--- config.mk ---
export PLATFORM = sky130hd
export DESIGN_NAME = jwt_structure_check_b64url_decode_flat
export DESIGN_NICKNAME = d
export VERILOG_FILES = /design/src/design/jsc_pkg.sv /design/src/design/jsc_in_if.sv /design/src/design/jsc_out_if.sv /design/src/design/jwt_structure_check_b64url_decode.sv /design/src/design/jsc_sextet.sv /design/src/flat_wrapper.sv
export SDC_FILE = /design/constraint.sdc
export NUM_CORES = 1
export LEC_CHECK = 0
export ABC_AREA = 1
export BUFFER_PORTS_ARGS = -buffer_cell sky130_fd_sc_hd__clkbuf_2
export CORE_ASPECT_RATIO = 0.9
export CORE_MARGIN = 5
export CORE_UTILIZATION = 50
export DETAILED_ROUTE_END_ITERATION = 10
export PLACE_DENSITY = 0.69
export SLEW_MARGIN = 0
export SYNTH_ARGS = -nofsm -noshare
export SYNTH_HDL_FRONTEND = slang
export SYNTH_SLANG_ARGS = --single-unit
--- constraint.sdc ---
create_clock -name clk -period 3.14 [get_ports clk]
set_clock_uncertainty 0.1 [all_clocks]
set_input_delay 0.157 -clock clk [delete_from_list [all_inputs] [get_ports clk]]
set_output_delay 0.157 -clock clk [all_outputs]
set_load 0.005 [all_outputs]
--- src/design/jsc_pkg.sv ---
// shared constants and types for the token structure checker
`default_nettype none

package jsc_pkg;

  localparam logic [7:0] DOT_CHAR = 8'h2E;
  localparam logic [7:0] DASH_CHAR = 8'h2D;
  localparam logic [7:0] UNDERSCORE_CHAR = 8'h5F;

  localparam logic [5:0] LOWER_BASE = 6'd26;
  localparam logic [5:0] DIGIT_BASE = 6'd52;
  localparam logic [5:0] DASH_VALUE = 6'd62;
  localparam logic [5:0] UNDERSCORE_VALUE = 6'd63;

  localparam logic [1:0] SEG_HEADER = 2'd0;
  localparam logic [1:0] SEG_PAYLOAD = 2'd1;
  localparam logic [1:0] SEG_SIGNATURE = 2'd2;

  typedef struct packed {
    logic       ok;
    logic [5:0] value;
  } sextet_t;

endpackage

`default_nettype wire

--- src/design/jsc_in_if.sv ---
// character channel into the checker
`default_nettype none

interface jsc_in_if;
  logic       valid;
  logic       ready;
  logic [7:0] symbol;
  logic       last_symbol;

  modport source (output valid, output symbol, output last_symbol, input ready);
  modport sink (input valid, input symbol, input last_symbol, output ready);
endinterface

`default_nettype wire

--- src/design/jsc_out_if.sv ---
// result channel out of the checker
`default_nettype none

interface jsc_out_if;
  logic       valid;
  logic       ready;
  logic [7:0] payload_byte;
  logic       byte_valid;
  logic       token_done;
  logic       verdict;

  modport source (output valid, output payload_byte, output byte_valid,
                  output token_done, output verdict, input ready);
  modport sink (input valid, input payload_byte, input byte_valid,
                input token_done, input verdict, output ready);
endinterface

`default_nettype wire

--- src/design/jwt_structure_check_b64url_decode.sv ---
// Compact token structure checker with on-the-fly decoding of the middle segment.
// One character enters per clock cycle while the input is ready; each character's result is
// registered in the single result register until the receiver takes it, and the input
// stays ready whenever the result register is empty or being drained. Every
// character returns one result: a decoded payload byte when it completed one, and on the
// character marked last the verdict (0 well formed, 1 malformed). The checker then returns
// to its reset state for the next token. Bytes are emitted even after a fault; downstream
// drops them when the verdict is malformed.
`default_nettype none

module jwt_structure_check_b64url_decode (
  input  wire logic  clk,
  input  wire logic  rst_n,
  jsc_in_if.sink     in_ch,
  jsc_out_if.source  out_ch
);

  logic [1:0]  seg_r, seg_nxt;
  logic [1:0]  len_r, len_nxt;
  logic        nonempty_r, nonempty_nxt;
  logic [11:0] acc_r, acc_nxt;
  logic [2:0]  bits_r, bits_nxt;
  logic        bad_r, bad_nxt;

  logic        out_valid_r;
  logic [7:0]  byte_r, byte_nxt;
  logic        byte_valid_r, byte_valid_nxt;
  logic        done_r, done_nxt;
  logic        verdict_r, verdict_nxt;

  logic             accept;
  jsc_pkg::sextet_t sextet;

  jsc_sextet u_sextet (
    .symbol (in_ch.symbol),
    .sextet (sextet)
  );

  // a segment may not close empty, with length 1 mod 4, or with leftover payload bits set
  function automatic logic close_bad(input logic [1:0] seg, input logic [1:0] len,
                                     input logic nonempty, input logic [11:0] acc,
                                     input logic [2:0] bits);
    logic [11:0] mask;
    logic        fault;
    mask  = (12'd1 << bits) - 12'd1;
    fault = !nonempty || (len == 2'd1);
    if (seg == jsc_pkg::SEG_PAYLOAD && (acc & mask) != 12'd0) begin
      fault = 1'b1;
    end
    return fault;
  endfunction

  assign in_ch.ready = !out_valid_r || out_ch.ready;
  assign accept      = in_ch.valid && in_ch.ready;

  always_comb begin
    logic [3:0] sum;
    seg_nxt        = seg_r;
    len_nxt        = len_r;
    nonempty_nxt   = nonempty_r;
    acc_nxt        = acc_r;
    bits_nxt       = bits_r;
    bad_nxt        = bad_r;
    byte_nxt       = 8'd0;
    byte_valid_nxt = 1'b0;
    done_nxt       = 1'b0;
    verdict_nxt    = 1'b0;
    sum            = 4'd0;

    if (in_ch.symbol == jsc_pkg::DOT_CHAR) begin
      if (close_bad(seg_r, len_r, nonempty_r, acc_r, bits_r)) begin
        bad_nxt = 1'b1;
      end
      if (seg_r == jsc_pkg::SEG_SIGNATURE) begin
        bad_nxt = 1'b1;
      end else begin
        seg_nxt = seg_r + 2'd1;
      end
      len_nxt      = 2'd0;
      nonempty_nxt = 1'b0;
      acc_nxt      = 12'd0;
      bits_nxt     = 3'd0;
    end else begin
      len_nxt      = len_r + 2'd1;
      nonempty_nxt = 1'b1;
      if (!sextet.ok) begin
        bad_nxt = 1'b1;
      end else if (seg_r == jsc_pkg::SEG_PAYLOAD) begin
        acc_nxt = {acc_r[5:0], sextet.value};
        sum     = {1'b0, bits_r} + 4'd6;
        if (sum >= 4'd8) begin
          bits_nxt       = 3'(sum - 4'd8);
          byte_nxt       = 8'(acc_nxt >> bits_nxt);
          byte_valid_nxt = 1'b1;
          if (byte_nxt == 8'd0) begin
            bad_nxt = 1'b1;
          end
        end else begin
          bits_nxt = 3'(sum);
        end
      end
    end

    if (in_ch.last_symbol) begin
      if (close_bad(seg_nxt, len_nxt, nonempty_nxt, acc_nxt, bits_nxt) ||
          seg_nxt != jsc_pkg::SEG_SIGNATURE) begin
        bad_nxt = 1'b1;
      end
      done_nxt     = 1'b1;
      verdict_nxt  = bad_nxt;
      seg_nxt      = jsc_pkg::SEG_HEADER;
      len_nxt      = 2'd0;
      nonempty_nxt = 1'b0;
      acc_nxt      = 12'd0;
      bits_nxt     = 3'd0;
      bad_nxt      = 1'b0;
    end
  end

  always_ff @(posedge clk) begin
    if (!rst_n) begin
      seg_r       <= jsc_pkg::SEG_HEADER;
      len_r       <= 2'd0;
      nonempty_r  <= 1'b0;
      acc_r       <= 12'd0;
      bits_r      <= 3'd0;
      bad_r       <= 1'b0;
      out_valid_r <= 1'b0;
    end else begin
      if (accept) begin
        seg_r      <= seg_nxt;
        len_r      <= len_nxt;
        nonempty_r <= nonempty_nxt;
        acc_r      <= acc_nxt;
        bits_r     <= bits_nxt;
        bad_r      <= bad_nxt;
      end
      if (accept) begin
        out_valid_r <= 1'b1;
      end else if (out_ch.ready) begin
        out_valid_r <= 1'b0;
      end
    end
  end

  always_ff @(posedge clk) begin
    if (accept) begin
      byte_r       <= byte_nxt;
      byte_valid_r <= byte_valid_nxt;
      done_r       <= done_nxt;
      verdict_r    <= verdict_nxt;
    end
  end

  assign out_ch.valid        = out_valid_r;
  assign out_ch.payload_byte = byte_r;
  assign out_ch.byte_valid   = byte_valid_r;
  assign out_ch.token_done   = done_r;
  assign out_ch.verdict      = verdict_r;

  // the decoder only ever holds an even count of leftover bits below a byte
  a_bits_even: assert property (@(posedge clk) disable iff (!rst_n)
    bits_r == 3'd0 || bits_r == 3'd2 || bits_r == 3'd4 || bits_r == 3'd6)
    else $error("leftover bit count out of range");

  // a last character puts the segment state back to its start
  a_token_restart: assert property (@(posedge clk) disable iff (!rst_n)
    accept && in_ch.last_symbol |=> seg_r == jsc_pkg::SEG_HEADER && bits_r == 3'd0 &&
      !bad_r && !nonempty_r)
    else $error("state not cleared after token end");

  // a malformed verdict is only ever reported with token end
  a_verdict_at_end: assert property (@(posedge clk) disable iff (!rst_n)
    out_valid_r && verdict_r |-> done_r)
    else $error("verdict raised without token end");

  // decoded bytes only come from the payload segment
  a_byte_in_payload: assert property (@(posedge clk) disable iff (!rst_n)
    accept && byte_valid_nxt |-> seg_r == jsc_pkg::SEG_PAYLOAD)
    else $error("byte decoded outside payload segment");

endmodule

`default_nettype wire

--- src/design/jsc_sextet.sv ---
// base64url character to 6-bit value lookup
`default_nettype none

module jsc_sextet (
  input  wire logic [7:0]      symbol,
  output jsc_pkg::sextet_t     sextet
);

  always_comb begin
    sextet = '0;
    if (symbol >= 8'h41 && symbol <= 8'h5A) begin
      sextet.ok    = 1'b1;
      sextet.value = 6'(symbol - 8'h41);
    end else if (symbol >= 8'h61 && symbol <= 8'h7A) begin
      sextet.ok    = 1'b1;
      sextet.value = 6'(symbol - 8'h61) + jsc_pkg::LOWER_BASE;
    end else if (symbol >= 8'h30 && symbol <= 8'h39) begin
      sextet.ok    = 1'b1;
      sextet.value = 6'(symbol - 8'h30) + jsc_pkg::DIGIT_BASE;
    end else if (symbol == jsc_pkg::DASH_CHAR) begin
      sextet.ok    = 1'b1;
      sextet.value = jsc_pkg::DASH_VALUE;
    end else if (symbol == jsc_pkg::UNDERSCORE_CHAR) begin
      sextet.ok    = 1'b1;
      sextet.value = jsc_pkg::UNDERSCORE_VALUE;
    end
  end

endmodule

`default_nettype wire

--- src/flat_wrapper.sv ---
// flat-port wrapper written by rule: the top's interface ports become plain ports
module jwt_structure_check_b64url_decode_flat 
  (clk, rst_n, in_ch_valid, in_ch_symbol, in_ch_last_symbol, in_ch_ready, out_ch_valid, out_ch_payload_byte, out_ch_byte_valid, out_ch_token_done, out_ch_verdict, out_ch_ready);
  jsc_in_if in_ch_i ();
  jsc_out_if out_ch_i ();
  input  wire logic clk;
  input  wire logic rst_n;
  input wire logic [$bits(in_ch_i.valid)-1:0] in_ch_valid;
  input wire logic [$bits(in_ch_i.symbol)-1:0] in_ch_symbol;
  input wire logic [$bits(in_ch_i.last_symbol)-1:0] in_ch_last_symbol;
  output wire logic [$bits(in_ch_i.ready)-1:0] in_ch_ready;
  output wire logic [$bits(out_ch_i.valid)-1:0] out_ch_valid;
  output wire logic [$bits(out_ch_i.payload_byte)-1:0] out_ch_payload_byte;
  output wire logic [$bits(out_ch_i.byte_valid)-1:0] out_ch_byte_valid;
  output wire logic [$bits(out_ch_i.token_done)-1:0] out_ch_token_done;
  output wire logic [$bits(out_ch_i.verdict)-1:0] out_ch_verdict;
  input wire logic [$bits(out_ch_i.ready)-1:0] out_ch_ready;
  assign in_ch_i.valid = in_ch_valid;
  assign in_ch_i.symbol = in_ch_symbol;
  assign in_ch_i.last_symbol = in_ch_last_symbol;
  assign in_ch_ready = in_ch_i.ready;
  assign out_ch_valid = out_ch_i.valid;
  assign out_ch_payload_byte = out_ch_i.payload_byte;
  assign out_ch_byte_valid = out_ch_i.byte_valid;
  assign out_ch_token_done = out_ch_i.token_done;
  assign out_ch_verdict = out_ch_i.verdict;
  assign out_ch_i.ready = out_ch_ready;
  jwt_structure_check_b64url_decode u_core (.clk(clk), .rst_n(rst_n), .in_ch(in_ch_i), .out_ch(out_ch_i));
endmodule
== Word-level counts from Yosys, hierarchy flattened ==
Cells that the tools add are included.

* Output and inout port bits: 13
* Input bits: 13
* Flip-flop bits (word level): 33

* Equality and inequality tests: 9
* Mux-type cells: 38
* $lt $le $gt $ge: 7
* Reductions and logical operators: 18
* Add/subtract/negate cells: 11
* Shift-type cells: 3
* Bitwise gates (word level): 5

{| class="wikitable"
|+ Operators by type and width
! operator !! number
|-
| $mux 12 || 4
|-
| $mux 7 || 5
|-
| $and 12x12->12 || 2
|-
| $reduce_bool 12->1 || 2
|-
| $shl 1x3->12 const A || 2
|-
| $sub 12x1->12 const B || 2
|-
| $mux 1 || 19
|-
| $eq 8x6->1 const B || 2
|-
| $ge 8x7->1 const B || 2
|-
| $le 8x7->1 const B || 2
|-
| $mux 3 || 5
|-
| $shr 12x3->8 || 1
|-
| $sub 6x6->6 const B || 2
|-
| $mux 2 || 5
|-
| $eq 2x1->1 const B || 4
|-
| $eq 8x7->1 const B || 1
|-
| $ge 8x6->1 const B || 1
|-
| $le 8x6->1 const B || 1
|-
| $logic_not 8->1 || 1
|-
| $add 6x5->6 const B || 1
|-
| $add 6x6->6 const B || 1
|-
| $logic_and 1x1->1 || 6
|-
| $sub 6x1->6 const B || 1
|-
| $add 2x1->2 const B || 2
|-
| other kinds (11) || 17
|}

== Logic depth before layout (Yosys ltp) ==
Gate-level depths: netlist of run 1.

* Depth after elaboration: 17
* Gate-level depth with buffers: 21

== Modules after synthesis ==
From an unflattened synthesis of run 1, not the netlist that was laid out.

* Cell total of the unflattened synthesis: 422
* Area, all modules: 2,688.8 um^2

{| class="wikitable"
|+ Modules (own cells, without submodules)
! module !! instances !! area an instance (um^2) !! cells an instance
|-
| jwt_structure_check_b64url_decode || 1 || 1,964.4 || 282
|-
| jsc_sextet || 1 || 724.4 || 140
|}

== Worst setup path before layout of run 1 ==
OpenSTA, ideal clock, no wires.

* Path kind: register to register
* Start: register u_core.bits_r[1]
* End: register u_core.verdict_r (netlist: u_core.out_ch.verdict), data pin
* Data required time: 2.786 ns
* Arrival: 2.174 ns
* Buffers on the path: 3
* Stages on the path, launching flop included: 13
* Slack: 0.613 ns
* Period minus slack after synthesis: 2.527 ns
* Path through: dfxtp_1 buf_2 inv_1 buf_1 ha_1 clkbuf_1 or2_2 nand2_1 nor2_1 nand3_1 nand2_1 a21oi_1 nor2_1

* Word-level cells in the longest chain between the ends: 15
* Elaborated cells between the ends (all ways): 32
* Those cells by class: 4 x add/sub; 1 x order compare; 3 x shift; 16 x mux; 2 x bitwise; 6 x reduce/logical

{| class="wikitable"
|+ RTL lines
! what !! RTL line !! text
|-
| start: declaration || jwt_structure_check_b64url_decode.sv:22 || <nowiki>logic [2:0] bits_r, bits_nxt;</nowiki>
|-
| start signal: assignment || jwt_structure_check_b64url_decode.sv:135 || <nowiki>bits_r <= bits_nxt;</nowiki>
|-
| $add 3x3->4 || jwt_structure_check_b64url_decode.sv:90 || <nowiki>sum = {1'b0, bits_r} + 4'd6;</nowiki>
|-
| $ge 4x4->1 / $sub 3x1->3 (equally long branches) || jwt_structure_check_b64url_decode.sv:91, jwt_structure_check_b64url_decode.sv:92 ||
|-
| $mux 3 || jwt_structure_check_b64url_decode.sv:91 || <nowiki>if (sum >= 4'd8) begin</nowiki>
|-
| $mux 3 || jwt_structure_check_b64url_decode.sv:88 || <nowiki>end else if (seg_r == jsc_pkg::SEG_PAYLOAD) begin</nowiki>
|-
| $mux 3 || jwt_structure_check_b64url_decode.sv:86 || <nowiki>if (!sextet.ok) begin</nowiki>
|-
| $mux 3 || jwt_structure_check_b64url_decode.sv:70 || <nowiki>if (in_ch.symbol == jsc_pkg::DOT_CHAR) begin</nowiki>
|-
| $shl 1x3->12 || jwt_structure_check_b64url_decode.sv:45 || <nowiki>mask = (12'd1 << bits) - 12'd1;</nowiki>
|-
| $sub 12x1->12 || jwt_structure_check_b64url_decode.sv:45 ||
|-
| $and 12x12->12 || jwt_structure_check_b64url_decode.sv:47 || <nowiki>if (seg == jsc_pkg::SEG_PAYLOAD && (acc & mask) != 12'd0) begin</nowiki>
|-
| $reduce_bool 12->1 || jwt_structure_check_b64url_decode.sv:47 ||
|-
| $logic_and 1x1->1 || jwt_structure_check_b64url_decode.sv:47 ||
|-
| $mux 1 || jwt_structure_check_b64url_decode.sv:47 ||
|-
| $mux 1 || jwt_structure_check_b64url_decode.sv:104 || <nowiki>if (in_ch.last_symbol) begin</nowiki>
|-
| $logic_or 1x1->1 || jwt_structure_check_b64url_decode.sv:105 || <nowiki>if (close_bad(seg_nxt, len_nxt, nonempty_nxt, acc_nxt, bits_nxt) ||</nowiki>
|-
| $mux 1 * || jwt_structure_check_b64url_decode.sv:105 ||
|-
| end signal: assignment || jwt_structure_check_b64url_decode.sv:151 || <nowiki>verdict_r <= verdict_nxt;</nowiki>
|-
| end: declaration || jwt_structure_check_b64url_decode.sv:29 || <nowiki>logic verdict_r, verdict_nxt;</nowiki>
|}

Mark *: on every way between the ends. The rest lies on a longest branch, timed or not. The select of a mux whose other input is x is not followed.
A chain may end at the register's enable or synchronous reset.

== Worst setup path after layout of run 1 ==
Same ends and word-level chain as after synthesis.

==> metrics, run 1 <==
chip height=78.3 µm; Skew-Pair Late Insertion Delay=0.28 ns; Die W=about 86 µm; Max stage delay on crit path=0.63 ns; most numerous cell in the Yosys netlist=nand2_1; total number of vias=roughly 2700; initial antenna violation count=0; Area after DPL=2760 µm²; fmax=379 MHz; Routed wire per std cell=13.1 µm; final period utilization=84.1%; hold depth=1; Crit. Startpoint=u_core.bits_r[1]; number of synthesized flops with an enable pin=11; Worst Setup End Kind=flop; # Post-CTS Setup Buffers=0; CTS tree=built; synthesized area=2590 µm²; Max IR drop VDD=0.288 mV; Slowest-stage cell, CP=dfxtp_1; Worst Hold Slack=around 0.015 ns; cts repair resizes=0; max layer used=met4; hold_buf cts=0; H-tree depth=2; Synth Warn #=0; DR pass1 iterations=5; Final Instance Area=around 2800 µm²; Total Routing Usage GR=19.7%; placer congestion estimate=0.950; max_cap viols=0; Power Density=311 nW/µm²; Setup TNS=0 ns; RSZ-0062 raised after global routing=false; Synth Instances=between 400 and 500; crit path launch type=flop; first-pass GRT wire length=between 10000 and 15000 µm; critical-path maximum fanout=13; Post-synth top cells=nand2_1, inv_1, nand3_1; sum of routed wire segments on met1=3250 µm; CP arrival=2.57 ns; largest net degree at the start of global routing=18; HPWL Detailed=between 5000 and 6000 µm; DRT antenna net count=0; CTS Sinks=30; CTS max path bufs=2; final setup fails=0; routed wl met2=2630 µm; Root Driver=clkbuf_8; Slew Limit Headroom=62.9%; core area=4920 µm²; synthesized net count=~430; actual slew at the worst max-slew pin=0.557 ns; worst reg2reg path depth=12; post-synth cell types=38; reg2reg end=u_core.out_ch.verdict; Area Overhead vs Synth=9.85%; clock-pin slew on the worst setup and hold paths=approximately 0.060 ns; nets=around 460; CTS buffer count=5; vias in the first global route=2299; FF/Latch Area=711 µm²; Cell Chain, Critical Path=inv_1 > ha_1 > nor2_1 > inv_1 > o22ai_1 > inv_1 > nand4_1 > nor2_1 > nand3_1 > nand2_1 > a21oi_1 > nor2_1; post-synth top area share=between 10% and 20%; total gr overflow=0; Hold WC Path Type=in2reg; Final Hold Vio Count=0; wire length on met3=roughly 520 µm; status=completed; Port Buf Inserts=25; Fill cells=472; die area=6720 µm²; area leader, netlist=nand2_1; Setup crit end=u_core.out_ch.verdict; IO Count=26; Post-synth ARST share=0%; sequential element share of the synthesized area=27.4%; mean area per synthesized cell=6.46 µm²; Min Clock Period, post-route=2.64 ns; Starting Density=52.6%; Pins Over Slew Limit=0; reg2reg start=u_core.bits_r[1]; share of layout cells above drive strength 1=13.2%; FF+latch count, synth=30; Rows=24; area of the multi-input gates=1610 µm²; DR iter-0 viols=around 290; FF-to-FF setup slack=between 0.4 and 0.5 ns; Pleak=1.26 nW; vias per cell=between 5 and 6; number of diodes=0; worst endpoint required time=3.07 ns; critical path class=reg2reg; Routed WL=6440 µm; Main synth FF type=dfxtp_1; DRC viols=0; top cells by area, synth=nand2_1, dfxtp_1, edfxtp_1, ha_1, nand3_1
-- how the worst min path moves through the flow --
| stage | from | to |
|---|---|---|
| finish | in_ch_last_symbol | u_core.out_ch.token_done |
| global route | in_ch_last_symbol | u_core.out_ch.token_done |
| global placement | in_ch_last_symbol | u_core.out_ch.token_done |
| CTS | in_ch_last_symbol | u_core.out_ch.token_done |
| detailed placement | in_ch_last_symbol | u_core.out_ch.token_done |
| floorplan | in_ch_last_symbol | u_core.out_ch.token_done |
-- flip-flops by register name (all words and copies together) (netlist names) --
register and count:
u_core.acc_r 9, u_core.bad_r 1, u_core.bits_r 3, u_core.len_r 2, u_core.nonempty_r 1, u_core.out_ch.byte_valid 1
u_core.out_ch.payload_byte 8, u_core.out_ch.token_done 1, u_core.out_ch.valid 1, u_core.out_ch.verdict 1, u_core.seg_r 2
-- critical path, delay by kind of cell, from the launching register on --
kind	cells	cell delay, ns
flip-flops	1	0.63
buffers and inverters	3	0.28
adder cells (fa/ha/maj)	1	0.49
AND/OR/NAND/NOR	6	0.56
AO/OA/AOI/OAI	2	0.33
-- routing by layer --
| metal | GRT usage (%) | vias to the layer above |
|---|---|---|
| li1 | - | 1371 |
| met2 | 26.9 | 118 |
| met3 | 4.40 | 6 |
| met5 | 0 | - |
| met4 | 3.80 | 0 |
| met1 | 31.3 | 1199 |
-- layout by cell type (no fill, tap or decap), types with 2 or more instances in the layout --
| master | count |
|---|---|
| clkbuf_2 | 25 |
| nand3b_1 | 3 |
| nand4_1 | 10 |
| nand2_1 | 113 |
| nor4_1 | 2 |
| o21ai_0 | 19 |
| ha_1 | 19 |
| nor2_1 | 32 |
| o211ai_1 | 6 |
| a31oi_1 | 2 |
| xor2_1 | 3 |
| buf_4 | 2 |
| nand2_2 | 4 |
| clkinv_1 | 3 |
| or2_2 | 2 |
| nand3_2 | 2 |
| inv_1 | 49 |
| a21oi_1 | 21 |
| nor3_1 | 2 |
| nor2_4 | 2 |
| a21oi_2 | 2 |
| dfxtp_1 | 19 |
| edfxtp_1 | 11 |
| clkbuf_8 | 6 |
| o22ai_1 | 7 |
| nand3_1 | 41 |
| inv_2 | 5 |
| nor2_2 | 3 |
-- where the power goes --
part / switching, mW / leakage, nW / internal, mW / total (mW)
sequential: 0.00338 / 0.265 / 0.414 / 0.417
combinational: 0.106 / 0.952 / 0.0478 / 0.153
clock: 0.137 / 0.0482 / 0.176 / 0.314
-- through the flow --
stage | power, mW | std cells | util (%) | worst slack [ns]
finish | 0.884 | 490 | 57.8 | 0.499
global route | 0.931 | 490 | 57.8 | 0.277
CTS | 0.889 | 490 | 57.8 | 0.552
detailed placement | 0.576 | 482 | 55.9 | 0.487
global placement | 0.577 | 482 | 55.9 | 0.450
floorplan | 0.530 | 401 | - | 0.613
-- layout make-up --
| cell class | count | share of cell area [%] |
|---|---|---|
| Multi-Input combinational cell | 303 | 56.5 |
| Sequential cell | 30 | 25.0 |
| Inverter | 57 | 7.52 |
| Timing Repair Buffer | 27 | 4.92 |
| Clock buffer | 7 | 3.03 |
| Tap cell | 65 | 2.86 |
| Clock inverter | 1 | 0.176 |
-- logic make-up after synthesis --
| logic type | count (synthesis) | share of synthesized area (%) |
|---|---|---|
| buffers and inverters | 68 | 10.5 |
| xor gates and xnor gates | 3 | 1.01 |
| and+or+nand+nor | 217 | 37.3 |
| AOI/OAI and AO/OA | 63 | 14.2 |
| adders and majority gates | 19 | 9.17 |
| DFF | 30 | 27.4 |
| muxes | 1 | 0.386 |
(Power assumes the default switching activity.)
==> inputs of run 2 (changes only) <==
ABC_AREA = 0   (was 1)
clock period = 2.6 ns   (was 3.14 ns; I/O delays follow)
==> run 2 against run 1 <==
Compared with the run above: wire length is 14% higher; die area down 0.55%; non-clock buffer count rose by 70; clock-buffer cell count fell by 1; worst setup slack got worse by 0.50 ns; highest routed layer unchanged.
==> metrics, run 2 <==
CP arrival=2.65 ns (+0.08 ns); Cell Chain, Critical Path=buf_6 > ha_4 > or4b_4 > a21oi_2 > nand4b_1 > a211oi_2 > a211o_1 > a2111oi_2 > and4_1 > o31a_1; Synth Instances=315 (-21%); placed cells=454 (-5.8%); Cell Count, Final, Fillers Out=466 (-4.9%); Hold WC Path Type=in2reg; Port Buf Inserts=25 (unchanged); share of layout cells above drive strength 1=35.2% (+22 points); Area Overhead vs Synth=34.1%; Starting Density=52.3% (-0.33 points); sequential element share of the synthesized area=27.6% (+0.17 points); Post-synth top cells=nor2_1, nand2_1, dfxtp_1, ha_1, nor2b_1; final setup fails=0 (unchanged); Skew-Pair Late Insertion Delay=0.28 ns (about the same); Max IR drop VDD=0.188 mV (-35%); clock-pin slew on the worst setup and hold paths=0.06 ns (about the same); largest net degree at the start of global routing=24 (+6); actual slew at the worst max-slew pin=0.469 ns (-0.0879 ns); H-tree depth=2 (unchanged); Pwr Total=1.09 mW (+23%); CTS Sinks=30 (unchanged); DR iter-0 viols=265 (-8.9%); FF-to-FF setup slack=0.003 ns (-0.50 ns); commonest non-fill, non-tap cell in the layout=buf_4; Pins Over Slew Limit=0 (unchanged); number of diodes=0 (unchanged); FF/Latch Area=718 µm² (+1.1%); largest reg by FF count=u_core.acc_r; Root Driver=clkbuf_8; Pleak=1.41 nW (+11%); most frequent cells in the layout=buf_4, nor2_1, clkbuf_2; FF+latch count, synth=30 (unchanged); DRC viols=0 (unchanged); area leader, netlist=dfxtp_1; Routed wire per std cell=15.8 µm (+20%); Worst Setup End Kind=flop; vias in the first global route=2448 (+6.5%); Core Util, Final=70.1% (+12 points); critical path class=reg2reg; RSZ-0062 raised after global routing=true; placer congestion estimate=0.943 (-0.73%); Slew Limit Headroom=68.5% (+5.7 points); CTS buffer count=5 (unchanged); HP Start=in_ch_last_symbol; worst reg2reg path depth=10 (-2); worst endpoint required time=2.65 ns (-0.42 ns); max_cap viols=0 (unchanged); Min Clock Period, post-route=2.60 ns (-0.0438 ns); Power Density=315 nW/µm² (+1.5%); PnR worst setup slack=0.00286 ns (-0.496 ns); IO Count=26 (unchanged); Max stage delay on crit path=0.51 ns (-0.12 ns); first-pass GRT wire length=12100 µm (+11%); post-synth cell types=72 (+89%); DR pass1 iterations=6 (+1); Rows=24 (unchanged); Synth Warn #=0 (unchanged); Setup TNS=0 ns (unchanged); mean area per synthesized cell=8.17 µm² (+27%); core area=4920 µm² (unchanged); hold depth=1 (unchanged); number of synthesized flops with an enable pin=11 (unchanged); DP Worst Slack=-0.228 ns (-0.715 ns); most numerous cell in the Yosys netlist=nor2_1; fmax=385 MHz (+1.7%); hold endpoint=u_core.out_ch.token_done; max reg flops=9 (unchanged); CTS max path bufs=2 (unchanged); Fill cells=406 (-14%); Die W=85.6 µm (-0.28%); vias per cell=5.80 (+5.6%); critical-path maximum fanout=5 (-8); top cells by area, synth=dfxtp_1, edfxtp_1, ha_1, nor2b_1, nor2_1; synthesized area=2570 µm² (-0.63%); Post-synth ARST share=0% (unchanged); crit path launch type=flop; final period utilization=99.9% (+16 points); die area=6690 µm² (-0.55%); status=completed; reg2reg end=u_core.out_ch.verdict; area of the multi-input gates=1810 µm² (+13%); Slowest-stage cell, CP=or4b_4; initial antenna violation count=0 (unchanged); total gr overflow=0 (unchanged); nets=432 (-5.3%); synthesized net count=347 (-20%); chip height=78.1 µm (-0.27%); Total Routing Usage GR=22.2% (+2.4 points); DRT antenna net count=0 (unchanged); post-synth top area share=14.8% (-1.6 points); CTS tree=built; Main synth FF type=dfxtp_1; HPWL Detailed=5610 µm (+10%); total number of vias=2705 (+0.41%); reg2reg start=u_core.bits_r[2]; Final Hold Vio Count=0 (unchanged); Routed WL=7350 µm (+14%)
run 2: changes by cell type after synthesis, sizes merged, moves of 9 or more:
cell	before	now
a22oi	0	10
inv	54	18
nand2	118	24
nand3	43	9
nor2	37	28
nor2b	0	17
run 2: where the power goes:
part	switching (mW)	internal [mW]	total, mW
combinational	0.121	0.108	0.229
sequential	0.00537	0.497	0.502
clock	0.174	0.183	0.357
run 2: what timing repair did:
| item | 4_1_cts | 5_1_grt |
|---|---|---|
| pin swaps | 5 | 6 |
| endpoints found under the hold margin | 1 | 0 |
| setup buffers | 3 | 0 |
| setup endpoints to repair | 1 | 8 |
| resized for setup | 2 | 22 |
| hold buffers | 1 | 0 |
run 2: worst max-delay path: cells and delay by family, from the launching register on:
| kind | cells | cell delay, ns |
|---|---|---|
| simple gates | 3 | 0.91 |
| compound gates | 5 | 0.84 |
| flops | 1 | 0.37 |
| fa+ha+maj | 1 | 0.13 |
| buf+inv | 1 | 0.12 |
run 2: logic make-up (layout without fill, tap and decap cells):
kind of cell | Yosys count | count (layout) | share of synthesized area [%]
mux | 8 | 8 | 3.30
flops | 30 | 30 | 27.6
buf+inv | 38 | 124 | 6.22
simple gates | 126 | 126 | 26.6
compound gates | 88 | 88 | 25.0
xor+xnor | 6 | 6 | 2.04
fa+ha+maj | 19 | 19 | 9.23
run 2: per-stage QoR:
step           area (µm²)  hold WS (ns)
2_1_floorplan        2650         0.129
3_3_place_gp         3250         0.277
3_5_place_dp         3250         0.288
4_1_cts              3360        0.0177
5_1_grt              3450        0.0130
6_report             3450        0.0175
run 2: worst max path at each step:
stage | from | endpoint
2_1_floorplan | u_core.bits_r[1] | u_core.out_ch.verdict
3_3_place_gp | in_ch_symbol[2] | u_core.out_ch.verdict
3_5_place_dp | in_ch_symbol[0] | u_core.out_ch.verdict
4_1_cts | u_core.bits_r[1] | u_core.out_ch.verdict
5_1_grt | u_core.bits_r[1] | u_core.out_ch.verdict
6_report | u_core.bits_r[2] | u_core.out_ch.verdict
run 2: area by class of cell:
cell class / instances / share of cell area, %
clock inverters: 2 / 0.254
multi-input cells: 247 / 52.5
repair buffers: 97 / 19.8
well taps: 65 / 2.36
clock buffers: 6 / 2.10
flip-flops and latches: 30 / 20.8
inverters: 19 / 2.21
run 2: per-layer routing:
layer	track usage (%)	wire length (µm)	vias to the layer above
li1	-	-	1336
met1	32.7	3500	1247
met2	33.2	3260	113
met3	5.55	549	9
met4	3.48	47	0
met5	0	0	-
==> inputs of run 3 (changes only) <==
==> constraint.sdc (replaced) <==
create_clock -name clk -period 2.6 [get_ports clk]
set_clock_uncertainty 0.1 [all_clocks]
set_input_delay 0.13 -clock clk [delete_from_list [all_inputs] [get_ports clk]]
set_output_delay 0.13 -clock clk [all_outputs]
set_load 0.1 [all_outputs]
==> run 3 against run 2 <==
Compared with the run above: the run now ends with setup timing left; register-to-register slack got worse by 0.06 ns; sequential power about the same; via count rose by 0.52%; clock power rose by 11%; utilization decreased by 0.41 points; power rose by 9.8%; first-iteration DRC count rose by 26%; worst setup slack worse by 0.055 ns; sequential cell count unchanged; fmax is 2.1% lower; critical path depth grew 1; clock-buffer cell count is the same; critical endpoint unchanged.
==> metrics, run 3 (synthesis gave the netlist of run 2 again) <==
status=complete, but fails checks; failing checks=setup timing; DRT antenna net count=0 (unchanged); max_cap viols=0 (unchanged); chip height=78.1 µm (unchanged); core area=4920 µm² (unchanged); Cell Count, Final, Fillers Out=461 (-1.1%); vias in the first global route=2503 (+2.2%); reg2reg end=u_core.out_ch.verdict; first-pass GRT wire length=12000 µm (-0.68%); Worst Setup End Kind=flop; Total Routing Usage GR=22.0% (-0.21 points); Pwr Total=1.20 mW (+9.8%); DR iter-0 viols=333 (+26%); total gr overflow=0 (unchanged); largest net degree at the start of global routing=24 (unchanged); nets=427 (-1.2%); crit path launch type=flop; PnR worst setup slack=-0.0525 ns (-0.0554 ns); CTS buffer count=5 (unchanged); worst endpoint required time=2.54 ns (-0.11 ns); Root Driver=clkbuf_8; most frequent cells in the layout=buf_4, nor2_1, clkbuf_2; hold depth=1 (unchanged); CTS max path bufs=2 (unchanged); critical path class=reg2reg; CTS Sinks=30 (unchanged); hold endpoint=u_core.out_ch.token_done; final period utilization=102% (+2.1 points); Max IR drop VDD=0.271 mV (+44%); placed cells=447 (-1.5%); FF-to-FF setup slack=-0.05 ns (-0.06 ns); Skew-Pair Late Insertion Delay=0.28 ns (about the same); Power Density=348 nW/µm² (+10%); largest reg by FF count=u_core.acc_r; Pleak=1.38 nW (-1.4%); clock-pin slew on the worst setup and hold paths=0.07 ns (about the same); max reg flops=9 (unchanged); Rows=24 (unchanged); die area=6690 µm² (unchanged); Min Clock Period, post-route=2.65 ns (+0.0554 ns); RSZ-0062 raised after global routing=true; Net Sw Power=379 µW (+26%); vias per cell=5.90 (+1.6%); CP arrival=2.59 ns (-0.06 ns); IO Count=26 (unchanged); H-tree depth=2 (unchanged); commonest non-fill, non-tap cell in the layout=buf_4; DR pass1 iterations=5 (-1); HPWL Detailed=5480 µm (-2.3%); Net Sw Frac=31.7% (+4.1 points); worst reg2reg path depth=11 (+1); Int Power=816 µW (+3.6%); reg2reg start=u_core.bits_r[1]; logic gate share of total power=24.9% (+3.9 points); critical-path maximum fanout=6 (+1); Area Overhead vs Synth=33.3%; DRC viols=0 (unchanged); Seq pwr share=42.0% (-4.1 points); Port Buf Inserts=25 (unchanged); fmax=377 MHz (-2.1%); Hold WC Path Type=in2reg; Setup TNS=-0.0525 ns (-0.0525 ns); number of diodes=0 (unchanged); share of layout cells above drive strength 1=34.3% (-0.82 points); Final Hold Vio Count=0 (unchanged); Clock Power Share=33.1% (+0.3 points); placer congestion estimate=0.937 (-0.68%); Slew Limit Headroom=56.8% (-12 points); Pins Over Slew Limit=0 (unchanged); actual slew at the worst max-slew pin=0.644 ns (+0.176 ns); HP Start=in_ch_last_symbol; initial antenna violation count=0 (unchanged); Routed wire per std cell=15.9 µm (+0.64%); CTS tree=built; Routed WL=7320 µm (-0.44%); final setup fails=1 (+1); Core Util, Final=69.7% (-0.41 points); total number of vias=2719 (+0.52%); Starting Density=52.3% (unchanged); Die W=85.6 µm (unchanged)
## run 3: how the worst max path moves through the flow
stage	start	endpoint	slack, ns	depth (start not counted)
after detailed placement	in_ch_symbol[2]	u_core.out_ch.verdict	-0.19	13
after global routing	u_core.bits_r[1]	u_core.out_ch.verdict	-0.18	11
after global placement	in_ch_symbol[1]	u_core.out_ch.verdict	-0.15	12
after floorplan	u_core.bits_r[1]	u_core.out_ch.verdict	-0.06	12
after CTS	u_core.bits_r[1]	u_core.out_ch.verdict	-0.05	11
final	u_core.bits_r[1]	u_core.out_ch.verdict	-0.05	11
## run 3: power by group through the flow
| stage | combinational, mW | clock [mW] | sequential (mW) |
|---|---|---|---|
| finish | 0.297 | 0.395 | 0.502 |
| global route | 0.317 | 0.427 | 0.504 |
| CTS | 0.293 | 0.405 | 0.502 |
| detailed placement | 0.291 | 0 | 0.514 |
| global placement | 0.287 | 0 | 0.513 |
| floorplan | 0.117 | 0 | 0.580 |
## run 3: what timing repair did
| item | CTS | global route |
|---|---|---|
| resized for setup | 14 | 5 |
| setup endpoints to repair | 2 | 8 |
| pin swaps | 9 | 4 |
| hold buffers | 1 | 0 |
| buffers inserted | 4 | 1 |
| endpoints found under the hold margin | 1 | 0 |
## run 3: critical path: stages, from the launching register on
cell and delay, ns:
dfxtp_4 0.42, inv_6 0.06, buf_4 0.15, ha_4 0.23, inv_1 0.18, or3_1 0.14
o21ai_0 0.06, o21ai_0 0.24, o41ai_1 0.12, a221o_1 0.29, and4_1 0.17, o31a_1 0.23
## run 3: area by class of cell
cell class,instances,area (µm²)
sequential,30,719
multi-input combinational,247,1800
timing repair buffer,92,658
clock inverter,2,12.5
inverter,19,76.3
fill,419,1490
tap,65,81.3
clock buffer,6,82.6
## run 3: through the flow
step	hold WS [ns]	setup slack, ns	instance area, µm²
3_3_place_gp	0.270	-0.151	3210
6_report	0.0277	-0.0525	3430
2_1_floorplan	0.129	-0.0644	2660
5_1_grt	0.0292	-0.175	3430
4_1_cts	0.0127	-0.0459	3400
3_5_place_dp	0.283	-0.189	3210
## run 3: layer usage
layer  vias to the layer above  part of all wire (%)  GRT usage (%)
met1                      1287                    48           32.7
met2                       109                    45           33.9
met5                         -                     0              0
li1                       1315                     -              -
met3                         8                   6.4           3.35
met4                         0                  0.75           3.80
